===== src/rtl/sdalu_pkg.sv =====
package sdalu_pkg;

    localparam int unsigned DATA_W    = 64;
    localparam int unsigned CMD_W     = 3;
    localparam int unsigned ORDER_W   = 2;
    localparam int unsigned DVD_W     = 2 * DATA_W;
    localparam int unsigned DIV_STEPS = DVD_W;
    localparam int unsigned SCALE_W   = 14;

    localparam logic [SCALE_W-1:0] SCALE      = 14'd10000;
    localparam logic [DATA_W-1:0]  HALF       = 64'd5000;
    localparam logic [DATA_W-1:0]  ROUND_MAX  = 64'd922337203685477;
    localparam logic [DATA_W-1:0]  SMAX       = 64'h7FFF_FFFF_FFFF_FFFF;
    localparam logic [DATA_W-1:0]  SMIN       = 64'h8000_0000_0000_0000;

    localparam logic [CMD_W-1:0] CMD_ADD   = 3'd0;
    localparam logic [CMD_W-1:0] CMD_SUB   = 3'd1;
    localparam logic [CMD_W-1:0] CMD_MUL   = 3'd2;
    localparam logic [CMD_W-1:0] CMD_DIV   = 3'd3;
    localparam logic [CMD_W-1:0] CMD_CMP   = 3'd4;
    localparam logic [CMD_W-1:0] CMD_ROUND = 3'd5;

    localparam logic [ORDER_W-1:0] ORD_LESS    = 2'd0;
    localparam logic [ORDER_W-1:0] ORD_EQUAL   = 2'd1;
    localparam logic [ORDER_W-1:0] ORD_GREATER = 2'd2;

    typedef struct packed {
        logic [CMD_W-1:0]         cmd;
        logic signed [DATA_W-1:0] operand_a;
        logic signed [DATA_W-1:0] operand_b;
    } in_item_t;

    typedef struct packed {
        logic signed [DATA_W-1:0] value;
        logic [ORDER_W-1:0]       order;
        logic                     overflow;
        logic                     divide_by_zero;
    } out_item_t;

    typedef struct packed {
        logic [CMD_W-1:0]   cmd;
        logic               neg;
        logic [DATA_W-1:0]  value;
        logic [ORDER_W-1:0] order;
        logic               ovf;
        logic               dz;
    } side_t;

    typedef struct packed {
        logic [DVD_W-1:0]  dvd;
        logic [DATA_W-1:0] dsr;
        logic [DATA_W-1:0] rem;
        logic [DATA_W-1:0] quo;
        logic              qhi;
        side_t             side;
    } cell_t;

endpackage


===== src/rtl/sdalu_back.sv =====
module sdalu_back import sdalu_pkg::*; (
    input  logic      aclk,
    input  logic      aresetn,
    input  logic      en,
    input  logic      in_valid,
    input  cell_t     in_cell,
    output logic      out_valid,
    output out_item_t out_item
);

    logic              v1_reg, v2_reg;
    side_t             side1_reg, side_next;
    logic [DATA_W-1:0] whole_reg, whole_next;
    out_item_t         item_reg;
    logic              inc;

    always_comb begin
        side_next  = in_cell.side;
        whole_next = '0;
        inc        = !in_cell.side.neg && (in_cell.rem > HALF);
        case (in_cell.side.cmd)
            CMD_MUL, CMD_DIV: begin
                if (in_cell.side.dz) begin
                    side_next.value = '0;
                end else if (in_cell.side.neg) begin
                    if (in_cell.qhi || in_cell.quo > SMIN) begin
                        side_next.ovf   = 1'b1;
                        side_next.value = SMIN;
                    end else begin
                        side_next.value = ~in_cell.quo + 1'b1;
                    end
                end else begin
                    if (in_cell.qhi || in_cell.quo[DATA_W-1]) begin
                        side_next.ovf   = 1'b1;
                        side_next.value = SMAX;
                    end else begin
                        side_next.value = in_cell.quo;
                    end
                end
            end
            CMD_ROUND: begin
                if (in_cell.side.neg) begin
                    whole_next = ~in_cell.quo + 1'b1;
                end else begin
                    whole_next = in_cell.quo + DATA_W'(inc);
                    if (whole_next > ROUND_MAX) begin
                        side_next.ovf   = 1'b1;
                        side_next.value = SMAX;
                    end
                end
            end
            default: begin
            end
        endcase
    end

    always_ff @(posedge aclk) begin
        if (!aresetn) begin
            v1_reg <= 1'b0;
            v2_reg <= 1'b0;
        end else if (en) begin
            v1_reg <= in_valid;
            v2_reg <= v1_reg;
        end
    end

    always_ff @(posedge aclk) begin
        if (en) begin
            side1_reg <= side_next;
            whole_reg <= whole_next;
            item_reg.order          <= side1_reg.order;
            item_reg.overflow       <= side1_reg.ovf;
            item_reg.divide_by_zero <= side1_reg.dz;
            if (side1_reg.cmd == CMD_ROUND && !side1_reg.ovf) begin
                item_reg.value <= DATA_W'(whole_reg * SCALE);
            end else begin
                item_reg.value <= side1_reg.value;
            end
        end
    end

    assign out_valid = v2_reg;
    assign out_item  = item_reg;

endmodule

===== config.mk =====
export PLATFORM = sky130hd
export DESIGN_NAME = sdalu_back
export DESIGN_NICKNAME = d
export VERILOG_FILES = /design/src/rtl/sdalu_pkg.sv /design/src/rtl/sdalu_back.sv
export SDC_FILE = /design/constraint.sdc
export NUM_CORES = 1
export LEC_CHECK = 0
export BUFFER_PORTS_ARGS = -buffer_cell sky130_fd_sc_hd__clkbuf_2
export CORE_MARGIN = 2
export CORE_UTILIZATION = 63
export CTS_BUF_LIST = sky130_fd_sc_hd__clkbuf_4
export CTS_CLUSTER_SIZE = 30
export DETAILED_ROUTE_END_ITERATION = 8
export PLACE_DENSITY = 0.95
export SLEW_MARGIN = 15
export SYNTH_ARGS = -nofsm -noshare
export SYNTH_HDL_FRONTEND = slang
export SYNTH_SLANG_ARGS = --single-unit

===== constraint.sdc =====
create_clock -name aclk -period 16.3 [get_ports aclk]
set_clock_uncertainty 0.2 [all_clocks]
set_input_delay 0.815 -clock aclk [delete_from_list [all_inputs] [get_ports aclk]]
set_output_delay 0.815 -clock aclk [all_outputs]
set_load 0.005 [all_outputs]

== Yosys cells after proc, flatten, opt, wreduce, memory -nomap -nowiden ==
Index checks and enable logic that the tools add are counted.
Word-level totals
  bits in registers: 205
  output and inout port bits: 69
  input bits: 397
Operators by class
  eq/ne operators: 4
  order comparisons: 3
  mux-type cells: 16
  add/subtract/negate cells: 2
  $mul: 1
  reduce and logical (&&, ||, !) cells: 7
  bitwise operators: 1
Operators with widths (count)
  two-way mux 64 bit: 8
  one-hot mux 64 bit (2 select lines): 1
  adder 64 x 1 -> 64 bit: 1
  adder 64 x 1 -> 64 bit (second input constant): 1
  > comparator 64 x 13 -> 1 bit (second input constant): 1
  > comparator 64 x 50 -> 1 bit (second input constant): 1
  > comparator 64 bit (second input constant): 1
  multiplier 64 x 10 -> 60 bit (second input constant): 1
  NOT 64 bit: 1
  equality test 3 x 2 -> 1 bit (second input constant): 2
  equality test 3 bit (second input constant): 2
  two-way mux 1 bit: 6
  logical AND 1 bit: 2
  zero test 1 bit: 2
  logical OR 1 bit: 2
  one-hot mux 1 bit (2 select lines): 1
  OR reduction 2 bit: 1

== Longest topological paths before layout ==
  depth after elaboration: 7
  mapped depth: 22
  gate-level depth less buffers: 21

== Least setup slack after synthesis ==
OpenSTA, ideal clock, no wires.
  kind: reg-to-reg
  start: register whole_reg[16]
  end: register item_reg (netlist bit out_item[67]), data pin
  clock period less this slack: 5.904 ns
  arrival time: 5.436 ns
  buffers on the path: 1
  cell stages (with the launch flop): 23
  library setup time: 0.267 ns
  setup slack: 10.396 ns
  required time: 15.833 ns
  cell sequence: edfxtp_1 > fa_1 > ha_1 > inv_1 > fa_1 > inv_1 > ha_1 > inv_1 > fa_1 > inv_1 > ha_1 > clkbuf_1 > o21ai_0 > a2111oi_0 > a32oi_1 > a31oi_1 > nand3_1 > a31oi_1 > a221o_1 > a211oi_1 > o41a_1 > xnor2_1 > o21ai_0
Between the ends
  word-level cells in the longest chain between the ends: 2
RTL lines
  start, declared: line sdalu_back.sv:13  | logic [DATA_W-1:0] whole_reg, whole_next;
  start signal, assigned: line sdalu_back.sv:70  | whole_reg <= whole_next;
  multiplier 64 x 10 -> 60 bit: line sdalu_back.sv:75  | item_reg.value <= DATA_W'(whole_reg * SCALE);
  two-way mux 64 bit: line sdalu_back.sv:74  | if (side1_reg.cmd == CMD_ROUND && !side1_reg.ovf) begin
  end, declared: line sdalu_back.sv:14  | out_item_t item_reg;
No other way between the ends.
A chain may end at the register's enable or synchronous reset.

== Worst setup path after layout ==
  start: register whole_reg[5]
  end: register item_reg (netlist bit out_item[66]), data pin
Same word-level chain as after synthesis.

==> metrics.txt <==
outcome finished, final reports clean; final setup TNS 0 ps; CP Buf/Inv Count 4; RSZ-0062 raised after global routing no; crit path kind reg -> reg; Cell Count, Final, Fillers Out 3393; I/O pin cnt ~470; Worst path max stage delay just over 700 ps; HPWL after DPL around 55000 um; # fillers 2652; Worst path slowest cell or4b_2; Post-synth ARST share 0%; Worst Path Max Fanout 5; DIE HEIGHT roughly 190 um; Worst Setup End Kind register; core box area between 0.03 and 0.04 mm^2; Clock Latency Late Sink around 840 ps; Tightest Hold Check Type in -> reg; Die X ~190 um; fin crit share approximately 46%; Worst slew margin 18.1%; CTS Buf Count 54; final setup fails 0; GRT Overall Usage 39.3%; mapped cell area 0.0227 mm^2; initial antenna violation count 15; VDD IR max 0.000115 V; Initial Utilization between 60% and 70%; Mean Syn Cell Area between 8 and 9 um^2; worst-path cell chain fa_1, ha_1, inv_1, fa_1, inv_1, ha_1, inv_1, fa_1, inv_1, ha_1, a21o_1, a21oi_1, o21ai_0, or4b_2, o21ai_0, nand3b_1, a31oi_1, o21ai_0, a211oi_1, nor4b_1, a211o_1; Routability Congestion 0.992; final antenna-violating net count 0; routed len/inst around 22 um; maximum clock path buffer count 3; IO Port Bufs 273; Final Critical Period 7440 ps; dominant synthesized flop cell edfxtp_1; postcts setup bufs 0; Die Area 0.0375 mm^2; Starting DRT DRC Count ~2700; clk sinks 201; WP data required about 17000 ps; num rows a little under 70; pin slew with the least headroom to its limit between 1000 and 1500 ps; routed vias/inst 6.35; layout cell share with drive strength beyond 1 roughly 14%; drt first pass iters 7; Final nets ~3600; CTS tree built; first-pass GRT wire length roughly 120000 um; Largest register FFs approximately 70; Max Cap Viol 0; syn_nets approximately 3400; clock-pin slew on the worst setup and hold paths 90 ps; P per Cell Area 160 mW/mm^2; Final Hold Vio Count 0; GRT overflow 0; Yosys reg bits approximately 200; CP most frequent cell inv_1; Layout area overhead 9.93%; Post-Syn Instances between 2000 and 3000; Worst setup SP type register; EDFF count, synth between 150 and 200; vias in the first global route 21172; DRC 0; H-tree levels 2; Yosys cell types 87; pin count of the biggest net entering global routing 100; Post-Place Cells roughly 3300; sequential-to-total area share from yosys stat a little over a quarter; clock root buffer clkbuf_4; Worst Path Arrival just under 8000 ps; leak pwr around 12 nW; Vias between 20000 and 25000; Crit path max-delay family compound AO/OA/AOI/OAI gates; final WL around 74000 um; Slew Limit Fails 0; Yosys warning total 0; max frequency about 130 MHz
Yosys cell counts, types with 9 or more instances:
cell type / count / area [um^2]
a31oi_1: 30 / 188
nand4_1: 32 / 200
ha_1: 168 / 2100
nand2b_1: 10 / 62.6
fa_1: 154 / 3080
o31ai_1: 64 / 480
o21a_1: 17 / 128
mux2i_1: 14 / 140
xnor2_1: 76 / 666
or3_1: 33 / 206
o21ai_0: 150 / 751
a22oi_1: 9 / 67.6
or2_2: 9 / 56.3
a311oi_1: 25 / 219
edfxtp_1: 199 / 5980
a211oi_1: 14 / 105
clkbuf_1: 137 / 514
nor4_1: 23 / 144
and2_1: 13 / 81.3
buf_2: 9 / 45.0
nor2b_1: 12 / 75.1
nor3_1: 53 / 265
nand2_1: 184 / 691
a41oi_1: 10 / 87.6
a21o_1: 31 / 233
and3_1: 17 / 106
a21oi_1: 184 / 921
xor2_1: 53 / 464
nand3_1: 52 / 260
nor2_1: 183 / 687
inv_1: 532 / 2000
or4_1: 13 / 97.6
layer usage:
metal	part of all wire (%)	track usage, %	vias up
met2	45	61.8	1521
met4	6.1	21.0	10
met5	0.093	0	-
met1	37	49.4	10106
li1	-	-	9594
met3	12	11.2	322
cell families (layout without fill, tap and decap cells):
kind of cell | after synthesis | count (layout) | synth area share, %
buffers and inverters | 695 | 928 | 11.8
and+or+nand+nor | 684 | 684 | 15.1
AOI/OAI and AO/OA | 629 | 629 | 17.6
adders and majority gates | 322 | 322 | 22.9
DFF | 201 | 201 | 26.6
xor gates and xnor gates | 129 | 129 | 4.99
muxes | 23 | 23 | 1.07
other | 0 | 16 | 0
cell type report:
cell class / instances / area [um^2] / area share [%]
repair buffers: 299 / 1590 / 6.39
clock inverters: 29 / 181 / 0.728
clock buffers: 68 / 510 / 2.05
well taps: 461 / 577 / 2.32
inverters: 532 / 2000 / 8.02
multi-input cells: 1787 / 14000 / 56.2
flip-flops and latches: 201 / 6020 / 24.2
diodes: 16 / 40.0 / 0.161
power breakdown:
| part | switching, mW | internal, mW | leakage, nW |
|---|---|---|---|
| registers | 0.0403 | 0.634 | 1.95 |
| logic | 1.72 | 1.10 | 9.22 |
| clock network | 0.253 | 0.231 | 0.414 |
path summary, 6_finish.rpt:
| kind | startpoint | endpoint | slack, ps | cells after the start |
|---|---|---|---|---|
| worst max register to register | whole_reg[5] | out_item[66] | 8860 | 21 |
| worst min register to register | side1_reg[2] | out_item[2] | 230 | 0 |
| worst min-delay path | in_cell[38] | side1_reg[38] | 50 | 3 |
| worst max-delay path | whole_reg[5] | out_item[66] | 8860 | 21 |
stage by stage:
| stage | hold slack [ps] | instance area, um^2 | util, % | worst slack, ps | total power [mW] |
|---|---|---|---|---|---|
| after global routing | 47.5 | 24900 | 70.1 | 8730 | 4.29 |
| after detailed placement | 217 | 24100 | 68.0 | 9160 | 3.36 |
| after CTS | 24.0 | 24900 | 70.1 | 9110 | 3.88 |
| final | 52.9 | 24900 | 70.2 | 8860 | 3.98 |
| after global placement | 202 | 24100 | 68.0 | 9290 | 3.21 |
| after floorplan | 200 | 22700 | - | 10400 | 2.70 |
worst register-to-register path, stage by stage (launching register included):
cell	delay [ps]
edfxtp_1	560
fa_1	550
ha_1	290
inv_1	50
fa_1	520
inv_1	40
ha_1	270
inv_1	50
fa_1	490
inv_1	40
ha_1	370
a21o_1	200
a21oi_1	200
o21ai_0	180
or4b_2	720
o21ai_0	700
nand3b_1	300
a31oi_1	450
o21ai_0	310
a211oi_1	400
nor4b_1	100
a211o_1	250
timing repair:
item / CTS / global route
endpoints found under the setup margin: 0 / 0
resized for setup: 0 / 0
hold buffers: 6 / 0
endpoints found under the hold margin: 7 / 0
placed cells by master (no fill, tap or decap), types with 10 or more instances in the layout:
cell type  synthesis  final
xnor2_1           76     76
nand2_1          184    184
o21ai_0          150    150
a41oi_1           10     10
and3_1            17     17
or3_1             33     33
ha_1             168    168
a21oi_1          184    184
nor3_1            53     53
buf_4              1     20
o31ai_1           64     64
nor4_1            23     23
nand4_1           32     32
inv_1            532    532
and2_1            13     13
fa_1             154    154
nor2b_1           12     12
nor2_1           183    183
mux2i_1           14     14
diode_2            0     16
clkbuf_2           1    271
clkinv_2           0     12
a21o_1            31     31
o21a_1            17     17
a211oi_1          14     14
a311oi_1          25     25
clkbuf_4           0     68
or4_1             13     13
xor2_1            53     53
a31oi_1           30     30
nand3_1           52     52
clkinv_1           0     14
edfxtp_1         199    199
Power figures use the tool's default switching activity.
