`src/rtl/sdalu_pkg.sv`:
```
package sdalu_pkg;

    localparam int unsigned DATA_W    = 64;
    localparam int unsigned CMD_W     = 3;
    localparam int unsigned ORDER_W   = 2;
    localparam int unsigned DVD_W     = 2 * DATA_W;
    localparam int unsigned DIV_STEPS = DVD_W;
    localparam int unsigned SCALE_W   = 14;

    localparam logic [SCALE_W-1:0] SCALE      = 14'd10000;
    localparam logic [DATA_W-1:0]  HALF       = 64'd5000;
    localparam logic [DATA_W-1:0]  ROUND_MAX  = 64'd922337203685477;
    localparam logic [DATA_W-1:0]  SMAX       = 64'h7FFF_FFFF_FFFF_FFFF;
    localparam logic [DATA_W-1:0]  SMIN       = 64'h8000_0000_0000_0000;

    localparam logic [CMD_W-1:0] CMD_ADD   = 3'd0;
    localparam logic [CMD_W-1:0] CMD_SUB   = 3'd1;
    localparam logic [CMD_W-1:0] CMD_MUL   = 3'd2;
    localparam logic [CMD_W-1:0] CMD_DIV   = 3'd3;
    localparam logic [CMD_W-1:0] CMD_CMP   = 3'd4;
    localparam logic [CMD_W-1:0] CMD_ROUND = 3'd5;

    localparam logic [ORDER_W-1:0] ORD_LESS    = 2'd0;
    localparam logic [ORDER_W-1:0] ORD_EQUAL   = 2'd1;
    localparam logic [ORDER_W-1:0] ORD_GREATER = 2'd2;

    typedef struct packed {
        logic [CMD_W-1:0]         cmd;
        logic signed [DATA_W-1:0] operand_a;
        logic signed [DATA_W-1:0] operand_b;
    } in_item_t;

    typedef struct packed {
        logic signed [DATA_W-1:0] value;
        logic [ORDER_W-1:0]       order;
        logic                     overflow;
        logic                     divide_by_zero;
    } out_item_t;

    typedef struct packed {
        logic [CMD_W-1:0]   cmd;
        logic               neg;
        logic [DATA_W-1:0]  value;
        logic [ORDER_W-1:0] order;
        logic               ovf;
        logic               dz;
    } side_t;

    typedef struct packed {
        logic [DVD_W-1:0]  dvd;
        logic [DATA_W-1:0] dsr;
        logic [DATA_W-1:0] rem;
        logic [DATA_W-1:0] quo;
        logic              qhi;
        side_t             side;
    } cell_t;

endpackage

```
`src/rtl/sdalu_cell.sv`:
```
module sdalu_cell import sdalu_pkg::*; (
    input  logic  aclk,
    input  logic  aresetn,
    input  logic  en,
    input  logic  in_valid,
    input  cell_t in_cell,
    output logic  out_valid,
    output cell_t out_cell
);

    logic        valid_reg;
    cell_t       cell_reg, cell_next;
    logic [DATA_W-1:0] rem_sh;
    logic        take;

    always_comb begin
        rem_sh    = {in_cell.rem[DATA_W-2:0], in_cell.dvd[DVD_W-1]};
        take      = (rem_sh >= in_cell.dsr);
        cell_next = in_cell;
        cell_next.dvd = {in_cell.dvd[DVD_W-2:0], 1'b0};
        cell_next.rem = take ? (rem_sh - in_cell.dsr) : rem_sh;
        cell_next.quo = {in_cell.quo[DATA_W-2:0], take};
        cell_next.qhi = in_cell.qhi | in_cell.quo[DATA_W-1];
    end

    always_ff @(posedge aclk) begin
        if (!aresetn) begin
            valid_reg <= 1'b0;
        end else if (en) begin
            valid_reg <= in_valid;
        end
    end

    always_ff @(posedge aclk) begin
        if (en) begin
            cell_reg <= cell_next;
        end
    end

    assign out_valid = valid_reg;
    assign out_cell  = cell_reg;

endmodule

```
`config.mk`:
```
export PLATFORM = sky130hd
export DESIGN_NAME = sdalu_cell
export DESIGN_NICKNAME = d
export VERILOG_FILES = /design/src/rtl/sdalu_pkg.sv /design/src/rtl/sdalu_cell.sv
export SDC_FILE = /design/constraint.sdc
export NUM_CORES = 1
export LEC_CHECK = 0
export BUFFER_PORTS_ARGS = -buffer_cell sky130_fd_sc_hd__buf_4
export CORE_AREA = 2 2 311 313
export CTS_BUF_LIST = sky130_fd_sc_hd__clkbuf_4
export CTS_CLUSTER_SIZE = 14
export DETAILED_ROUTE_END_ITERATION = 7
export DIE_AREA = 0 0 313 315
export PLACE_DENSITY = 0.5
export SLEW_MARGIN = 40
export SYNTH_ARGS = -nofsm -noshare
export SYNTH_HDL_FRONTEND = slang
export SYNTH_SLANG_ARGS = --single-unit
```
`constraint.sdc`:
```
create_clock -name aclk -period 2.9 [get_ports aclk]
set_input_delay 0.145 -clock aclk [delete_from_list [all_inputs] [get_ports aclk]]
set_output_delay 0.145 -clock aclk [all_outputs]
set_load 0.01 [all_outputs]
```
==> run summary, run 1 <==
The flow did not finish. Progress stopped at clock tree synthesis (4_1_cts). The tool reported: "[ERROR RSZ-0060] Max buffer count reached". The complex-gate fraction of the synthesized area is 9.64%, and the number of different library cells in the post-synthesis netlist is 75. Among all flip-flop cells after synthesis, the most frequent one is sky130_fd_sc_hd__edfxtp_1.

The simple logic cell fraction of the synthesized area was 6.68%; the post-cts gate resize count was 0. The largest total area in the synthesized netlist belongs to sky130_fd_sc_hd__edfxtp_1. TritonCTS created 115 clock buffers. During I/O placement, the number of pins put on the boundary was 791. Post-synthesis share of cell area spent on xor and xnor gates: 2.56%.

Once placement completed, the tool counted placed cells totaling 3,434. After synthesis, the mean cell area works out to 14.7 µm². Detailed placement ended at an HPWL of 77.3 mm. The depth of the CTS H-tree came out at 3. The number of standard-cell rows in the floorplan is 114. Once the clock tree was built, the setup fixing pass inserted 0 buffers. The portion of synthesized area spent on multiplexers is 4.65%. The share of synthesized area in the top cell type comes to 68.7%.

The hold buffer count at cts is 730, and the synthesis warning total is 0. Of all flip-flops after synthesis, the portion carrying an async set or reset was 0%. The cell count after synthesis is 1,163.

By area, the combinational part of the netlist is dominated by compound AO/OA/AOI/OAI gates. The height of the die was 315 µm. The count of buffers added on input and output ports is 788. Counting flops and latches in the post-synthesis netlist gives 393. For this run, the register share of the synthesized area comes to 68.8%.

The tools report the cell area after synthesis as 17,100 µm². Last weighted congestion value of the routability-driven placer: 0.949. The post-synthesis share of cell area spent on full adders, half adders and majority gates was 4.79%. Yosys attributes the largest share of cell area to sky130_fd_sc_hd__edfxtp_1, sky130_fd_sc_hd__ha_1, sky130_fd_sc_hd__mux2_4.

In this run the horizontal extent of the chip is 313 µm. The run gives 3 as the clock tree buffer depth. The cell at the root of the clock tree was sky130_fd_sc_hd__clkbuf_4. The tree built by TritonCTS fans out to 393 sinks. In this run, synthesis inferred 392 flip-flops with an integrated enable. The starting utilization of the core area came out at 17.9%. The number of nets handed over by synthesis was 1,625.
[synth_stat cells, types with 8 or more instances]
cell type and n:
sky130_fd_sc_hd__nand2b_1 10, sky130_fd_sc_hd__o21ai_0 35, sky130_fd_sc_hd__inv_1 78, sky130_fd_sc_hd__edfxtp_1 392, sky130_fd_sc_hd__o21bai_1 20, sky130_fd_sc_hd__mux2_4 48, sky130_fd_sc_hd__xnor2_1 32, sky130_fd_sc_hd__o21a_1 9
sky130_fd_sc_hd__nand3_1 24, sky130_fd_sc_hd__nor2_1 54, sky130_fd_sc_hd__a211oi_1 9, sky130_fd_sc_hd__a21oi_1 73, sky130_fd_sc_hd__o21ai_1 14, sky130_fd_sc_hd__a21o_1 25, sky130_fd_sc_hd__xor2_1 18, sky130_fd_sc_hd__o31ai_1 12
sky130_fd_sc_hd__nor3_1 19, sky130_fd_sc_hd__nand2_1 59, sky130_fd_sc_hd__ha_1 64, sky130_fd_sc_hd__or3_1 8, sky130_fd_sc_hd__nand4_1 21, sky130_fd_sc_hd__clkbuf_1 27
[stage by stage]
stage          cell area, µm²  hold slack (ps)  setup slack, ps  util, %
2_1_floorplan           17100              244             94.3        -
3_3_place_gp            26400              324             -645     27.6
3_5_place_dp            26400              324             -666     27.6
[cell families after synthesis]
family / after synthesis
compound gates: 249
xor+xnor: 50
fa+ha+maj: 65
buf+inv: 117
flops: 393
mux: 55
other cells: 1
simple gates: 233
==> run 2, diff against run 1 <==
--- a/config.mk
+++ b/config.mk
@@ -6,12 +6,10 @@
 export NUM_CORES = 1
 export LEC_CHECK = 0
 export BUFFER_PORTS_ARGS = -buffer_cell sky130_fd_sc_hd__buf_4
-export CORE_AREA = 2 2 311 313
-export CTS_BUF_LIST = sky130_fd_sc_hd__clkbuf_4
-export CTS_CLUSTER_SIZE = 14
+export CORE_AREA = 2 2 307 309
 export DETAILED_ROUTE_END_ITERATION = 7
-export DIE_AREA = 0 0 313 315
-export PLACE_DENSITY = 0.5
+export DIE_AREA = 0 0 309 311
+export PLACE_DENSITY_LB_ADDON = 0.15
 export SLEW_MARGIN = 40
 export SYNTH_ARGS = -nofsm -noshare
 export SYNTH_HDL_FRONTEND = slang
==> constraint.sdc (replaced) <==
create_clock -name aclk -period 3.75 [get_ports aclk]
set_input_delay 0.1875 -clock aclk [delete_from_list [all_inputs] [get_ports aclk]]
set_output_delay 0.1875 -clock aclk [all_outputs]
set_load 0.01 [all_outputs]
==> run 2 against run 1 <==
Compared with the run above:
- the flow now finishes without violations
- synthesized cell count unchanged
- synthesized area unchanged
==> run summary, run 2 <==
The flow ran to the end, and the final reports show no timing, DRC or antenna violations. The non-filler instance count after layout was 3,704; the top fanout value on the critical path was 5. Register bit total from synthesis: 393 (unchanged).

In the finished design, the share of the clock period the worst path needs comes to 93.9%. The first detailed-routing pass took 5 iterations. Between clock sinks in the finished design, the worst skew comes to 0 ps.

The library cell used most frequently in the layout, excluding fill and tap cells, is sky130_fd_sc_hd__buf_4. TritonCTS built the clock tree. The last weighted congestion value of the routability-driven placer is 0.844 (-11%).

The logs give 15,700 for the via count of the first global-routing pass and 68.8% (unchanged) for the sequential share of the synthesized area. The run gives 50 (-57%) as the number of buffers created by CTS. The power density of the placed cells came out at 443 nW/µm². The post-route netlist has 39.8% of its cells at a drive strength greater than 1. Total power for the finished layout comes to 13,500 µW.

By area the synthesized netlist is led by sky130_fd_sc_hd__edfxtp_1, sky130_fd_sc_hd__ha_1, sky130_fd_sc_hd__mux2_4. The count of max-cap constraint violations is 0, and the total negative slack is 0 ps. Mean number of vias per cell: 3.99. Cell area after synthesis: 17,100 µm² (unchanged). The run gives 0 (unchanged) as the synthesis warning total. Summed over all layers, the global routing overflow is 0.

Area share of the largest cell type after synthesis: 68.7% (unchanged). The worst setup path is launched from an input port. The top cell types in the final layout, fill and taps aside, are sky130_fd_sc_hd__buf_4, sky130_fd_sc_hd__dlygate4sd3_1, sky130_fd_sc_hd__edfxtp_1.

The wire length of the first global-routing pass was 117 mm. The setup fix buffers added after clock tree synthesis was 0 (unchanged). The number of antenna violations at the first check in global routing was 24. The register with the most flip-flops in the layout has 392 of them. From synthesis to final layout, the design area changed by 78.2%.

The transition time at the pin with the least slew margin was 680 ps; the number of top-level pins was 791 (unchanged). In this design, the stage delay of the slowest critical-path cell is 630 ps. By instance count, the cell type seen most on the critical path is sky130_fd_sc_hd__buf_4. Static timing analysis puts the maximum clock frequency at 0.284 GHz.

The run gives 2 (-1) as the depth of the CTS H-tree. The height of the die is 311 µm (-1.3%). The path class of the tightest hold or removal check is input port to flop. Number of standard-cell rows in the floorplan: 112 (-1.8%). The sequential cells in the finished layout cover a total of 11,800 µm². The final route contains 14,800 vias. For the number of clock sinks, the log shows 393 (unchanged). The critical path is of the input port to flop type.

Summed over all instances, the cell type with the most area after synthesis is sky130_fd_sc_hd__edfxtp_1. For the final number of hold-violating endpoints, the log shows 0. Once detail routing completed, the nets flagged for antenna violations numbered 0. The largest individual stage delay along the critical path comes from the cell sky130_fd_sc_hd__o41ai_1. The source-to-sink clock delay at the later pin of the worst-skew pair was 630 ps; the total DRC errors in the routed layout was 0.

The final critical path time including I/O delays and setup is 3520 ps. The x dimension of the die came out at 309 µm (-1.3%). The die covers 96,100 µm².

The number of different library cells in the post-synthesis netlist is 75 (unchanged), and the post-synthesis async set-or-reset flop share is 0% (unchanged). The number of synthesized flops with an enable pin was 392 (unchanged). The number of max-slew violations in the final report is 0, and the net total in the final layout is 2,865.

Clock tree synthesis selected as its root buffer the cell sky130_fd_sc_hd__clkbuf_16. The number of filler cells placed in the layout was 9,336. After detailed routing, the average wire length per cell comes to 23.1 µm. Headroom to the max-slew limit came out at 54.3%. For this block, the initial DRC count from the detailed router was 882. The logs give 1,625 (unchanged) for the number of nets in the synthesized netlist and 0.0129 µW for the static leakage. The cell count after placement was 3,210 (-6.5%); the area occupied by multi-input gates was 4860 µm². Setup repair after global routing left no endpoint under its margin. For the starting utilization of the core area, the log shows 18.5% (+0.57 points). The most common flop cell mapped by yosys was sky130_fd_sc_hd__edfxtp_1. Clock tree buffer depth: 3 (unchanged).

Setup violations remaining at the end of the flow were counted as 0. STA puts the critical path data arrival time at 3890 ps. The most numerous cell in the Yosys netlist was sky130_fd_sc_hd__edfxtp_1.

The run gives 4120 ps as the endpoint required time on the critical path. The floorplan step defined a core boundary enclosing 92,800 µm². STA classifies the critical path endpoint as a flop. The maximum number of pins on one net before global-route repair came out at 105.

The commonest cells after synthesis are sky130_fd_sc_hd__edfxtp_1, sky130_fd_sc_hd__inv_1, sky130_fd_sc_hd__a21oi_1. The average size of a mapped cell was 14.7 µm² (unchanged); the detailed placer's ending HPWL was 67.5 mm (-13%). The worst IR drop on VDD was 0.000300 V; the clock-pin slew on the worst setup and hold paths was 60 ps. For this run, the total global-route usage over all layers was measured as 17.1%.

The cell count after synthesis is 1,163 (unchanged), and the post-detailed-routing wire length is 85.7 mm. The count of input and output buffers works out to 788 (unchanged). Walking the worst path, the cells encountered are dlygate4sd3_1, buf_4, ha_1, o21ai_0, a21oi_1, o21ai_1, o31ai_2, a211oi_2, buf_4, o21a_1, o41ai_1, xor2_1, mux2_4.
==> run 2: cell counts after synthesis <==
Identical to the previous run, type by type.
==> run 2: worst paths after layout <==
check          startpoint             to  slack, ps  cells after the start
min          in_cell[338]  out_cell[339]        260                      2
max          in_cell[139]  out_cell[198]        230                     13
max reg2reg     out_valid      out_valid       2600                      3
min reg2reg     out_valid      out_valid       1090                      3
==> run 2: cells by family (layout without fill, tap and decap cells) <==
family                     Yosys count  count (layout)  synth area share [%]
buffers and inverters              117            1396                  2.85
adders and majority gates           65              65                  4.79
xor gates and xnor gates            50              50                  2.56
muxes                               55              55                  4.65
AOI/OAI and AO/OA                  249             249                  9.64
DFF                                393             393                  68.8
and+or+nand+nor                    233             233                  6.68
other                                1               9                0.0219
==> run 2: layout make-up <==
| type | instances | share of cell area, % |
|---|---|---|
| Sequential cell | 393 | 38.6 |
| Clock inverter | 33 | 1.38 |
| Timing Repair Buffer | 1225 | 33.6 |
| Clock buffer | 58 | 4.27 |
| Tap cell | 1254 | 5.14 |
| Inverter | 80 | 0.992 |
| Antenna cell | 8 | 0.0656 |
| Multi-Input combinational cell | 653 | 15.9 |
==> run 2: layer usage <==
| metal | up-vias | track usage (%) | routed length [µm] |
|---|---|---|---|
| li1 | 6922 | - | - |
| met1 | 7199 | 20.2 | 34300 |
| met2 | 526 | 29.1 | 41600 |
| met3 | 117 | 4.39 | 5880 |
| met4 | 14 | 7.46 | 3740 |
| met5 | - | 0 | 92 |
==> run 2: power breakdown <==
part	switching, µW	total, µW	internal [µW]	leakage [µW]
Clock	2100	5150	3050	0.000839
Combinational	1450	2950	1490	0.00818
Sequential	122	5420	5300	0.00384
Total	3670	13500	9840	0.0129
==> run 2: stage by stage <==
| stage | hold slack, ps | instance area, µm² | setup WS, ps | util, % |
|---|---|---|---|---|
| 2_1_floorplan | 286 | 17100 | 902 | - |
| 3_3_place_gp | 366 | 24800 | 90.8 | 26.8 |
| 3_5_place_dp | 367 | 24800 | 84.4 | 26.8 |
| 4_1_cts | 206 | 30500 | 205 | 32.9 |
| 5_1_grt | 226 | 30500 | 61.4 | 32.9 |
| 6_report | 260 | 30500 | 229 | 32.9 |
==> run 2: timing repair <==
item	CTS	global route
endpoints found under the hold margin	428	0
hold buffers	395	0
gates resized for setup	0	0
==> run 2: critical path, delay by kind of cell <==
| family | cells | cell delay [ps] |
|---|---|---|
| AO/OA/AOI/OAI | 7 | 2040 |
| buffers and inverters | 3 | 860 |
| multiplexers | 1 | 290 |
| adder cells (fa/ha/maj) | 1 | 340 |
| XOR/XNOR | 1 | 160 |
Power figures use the tool's default switching activity.
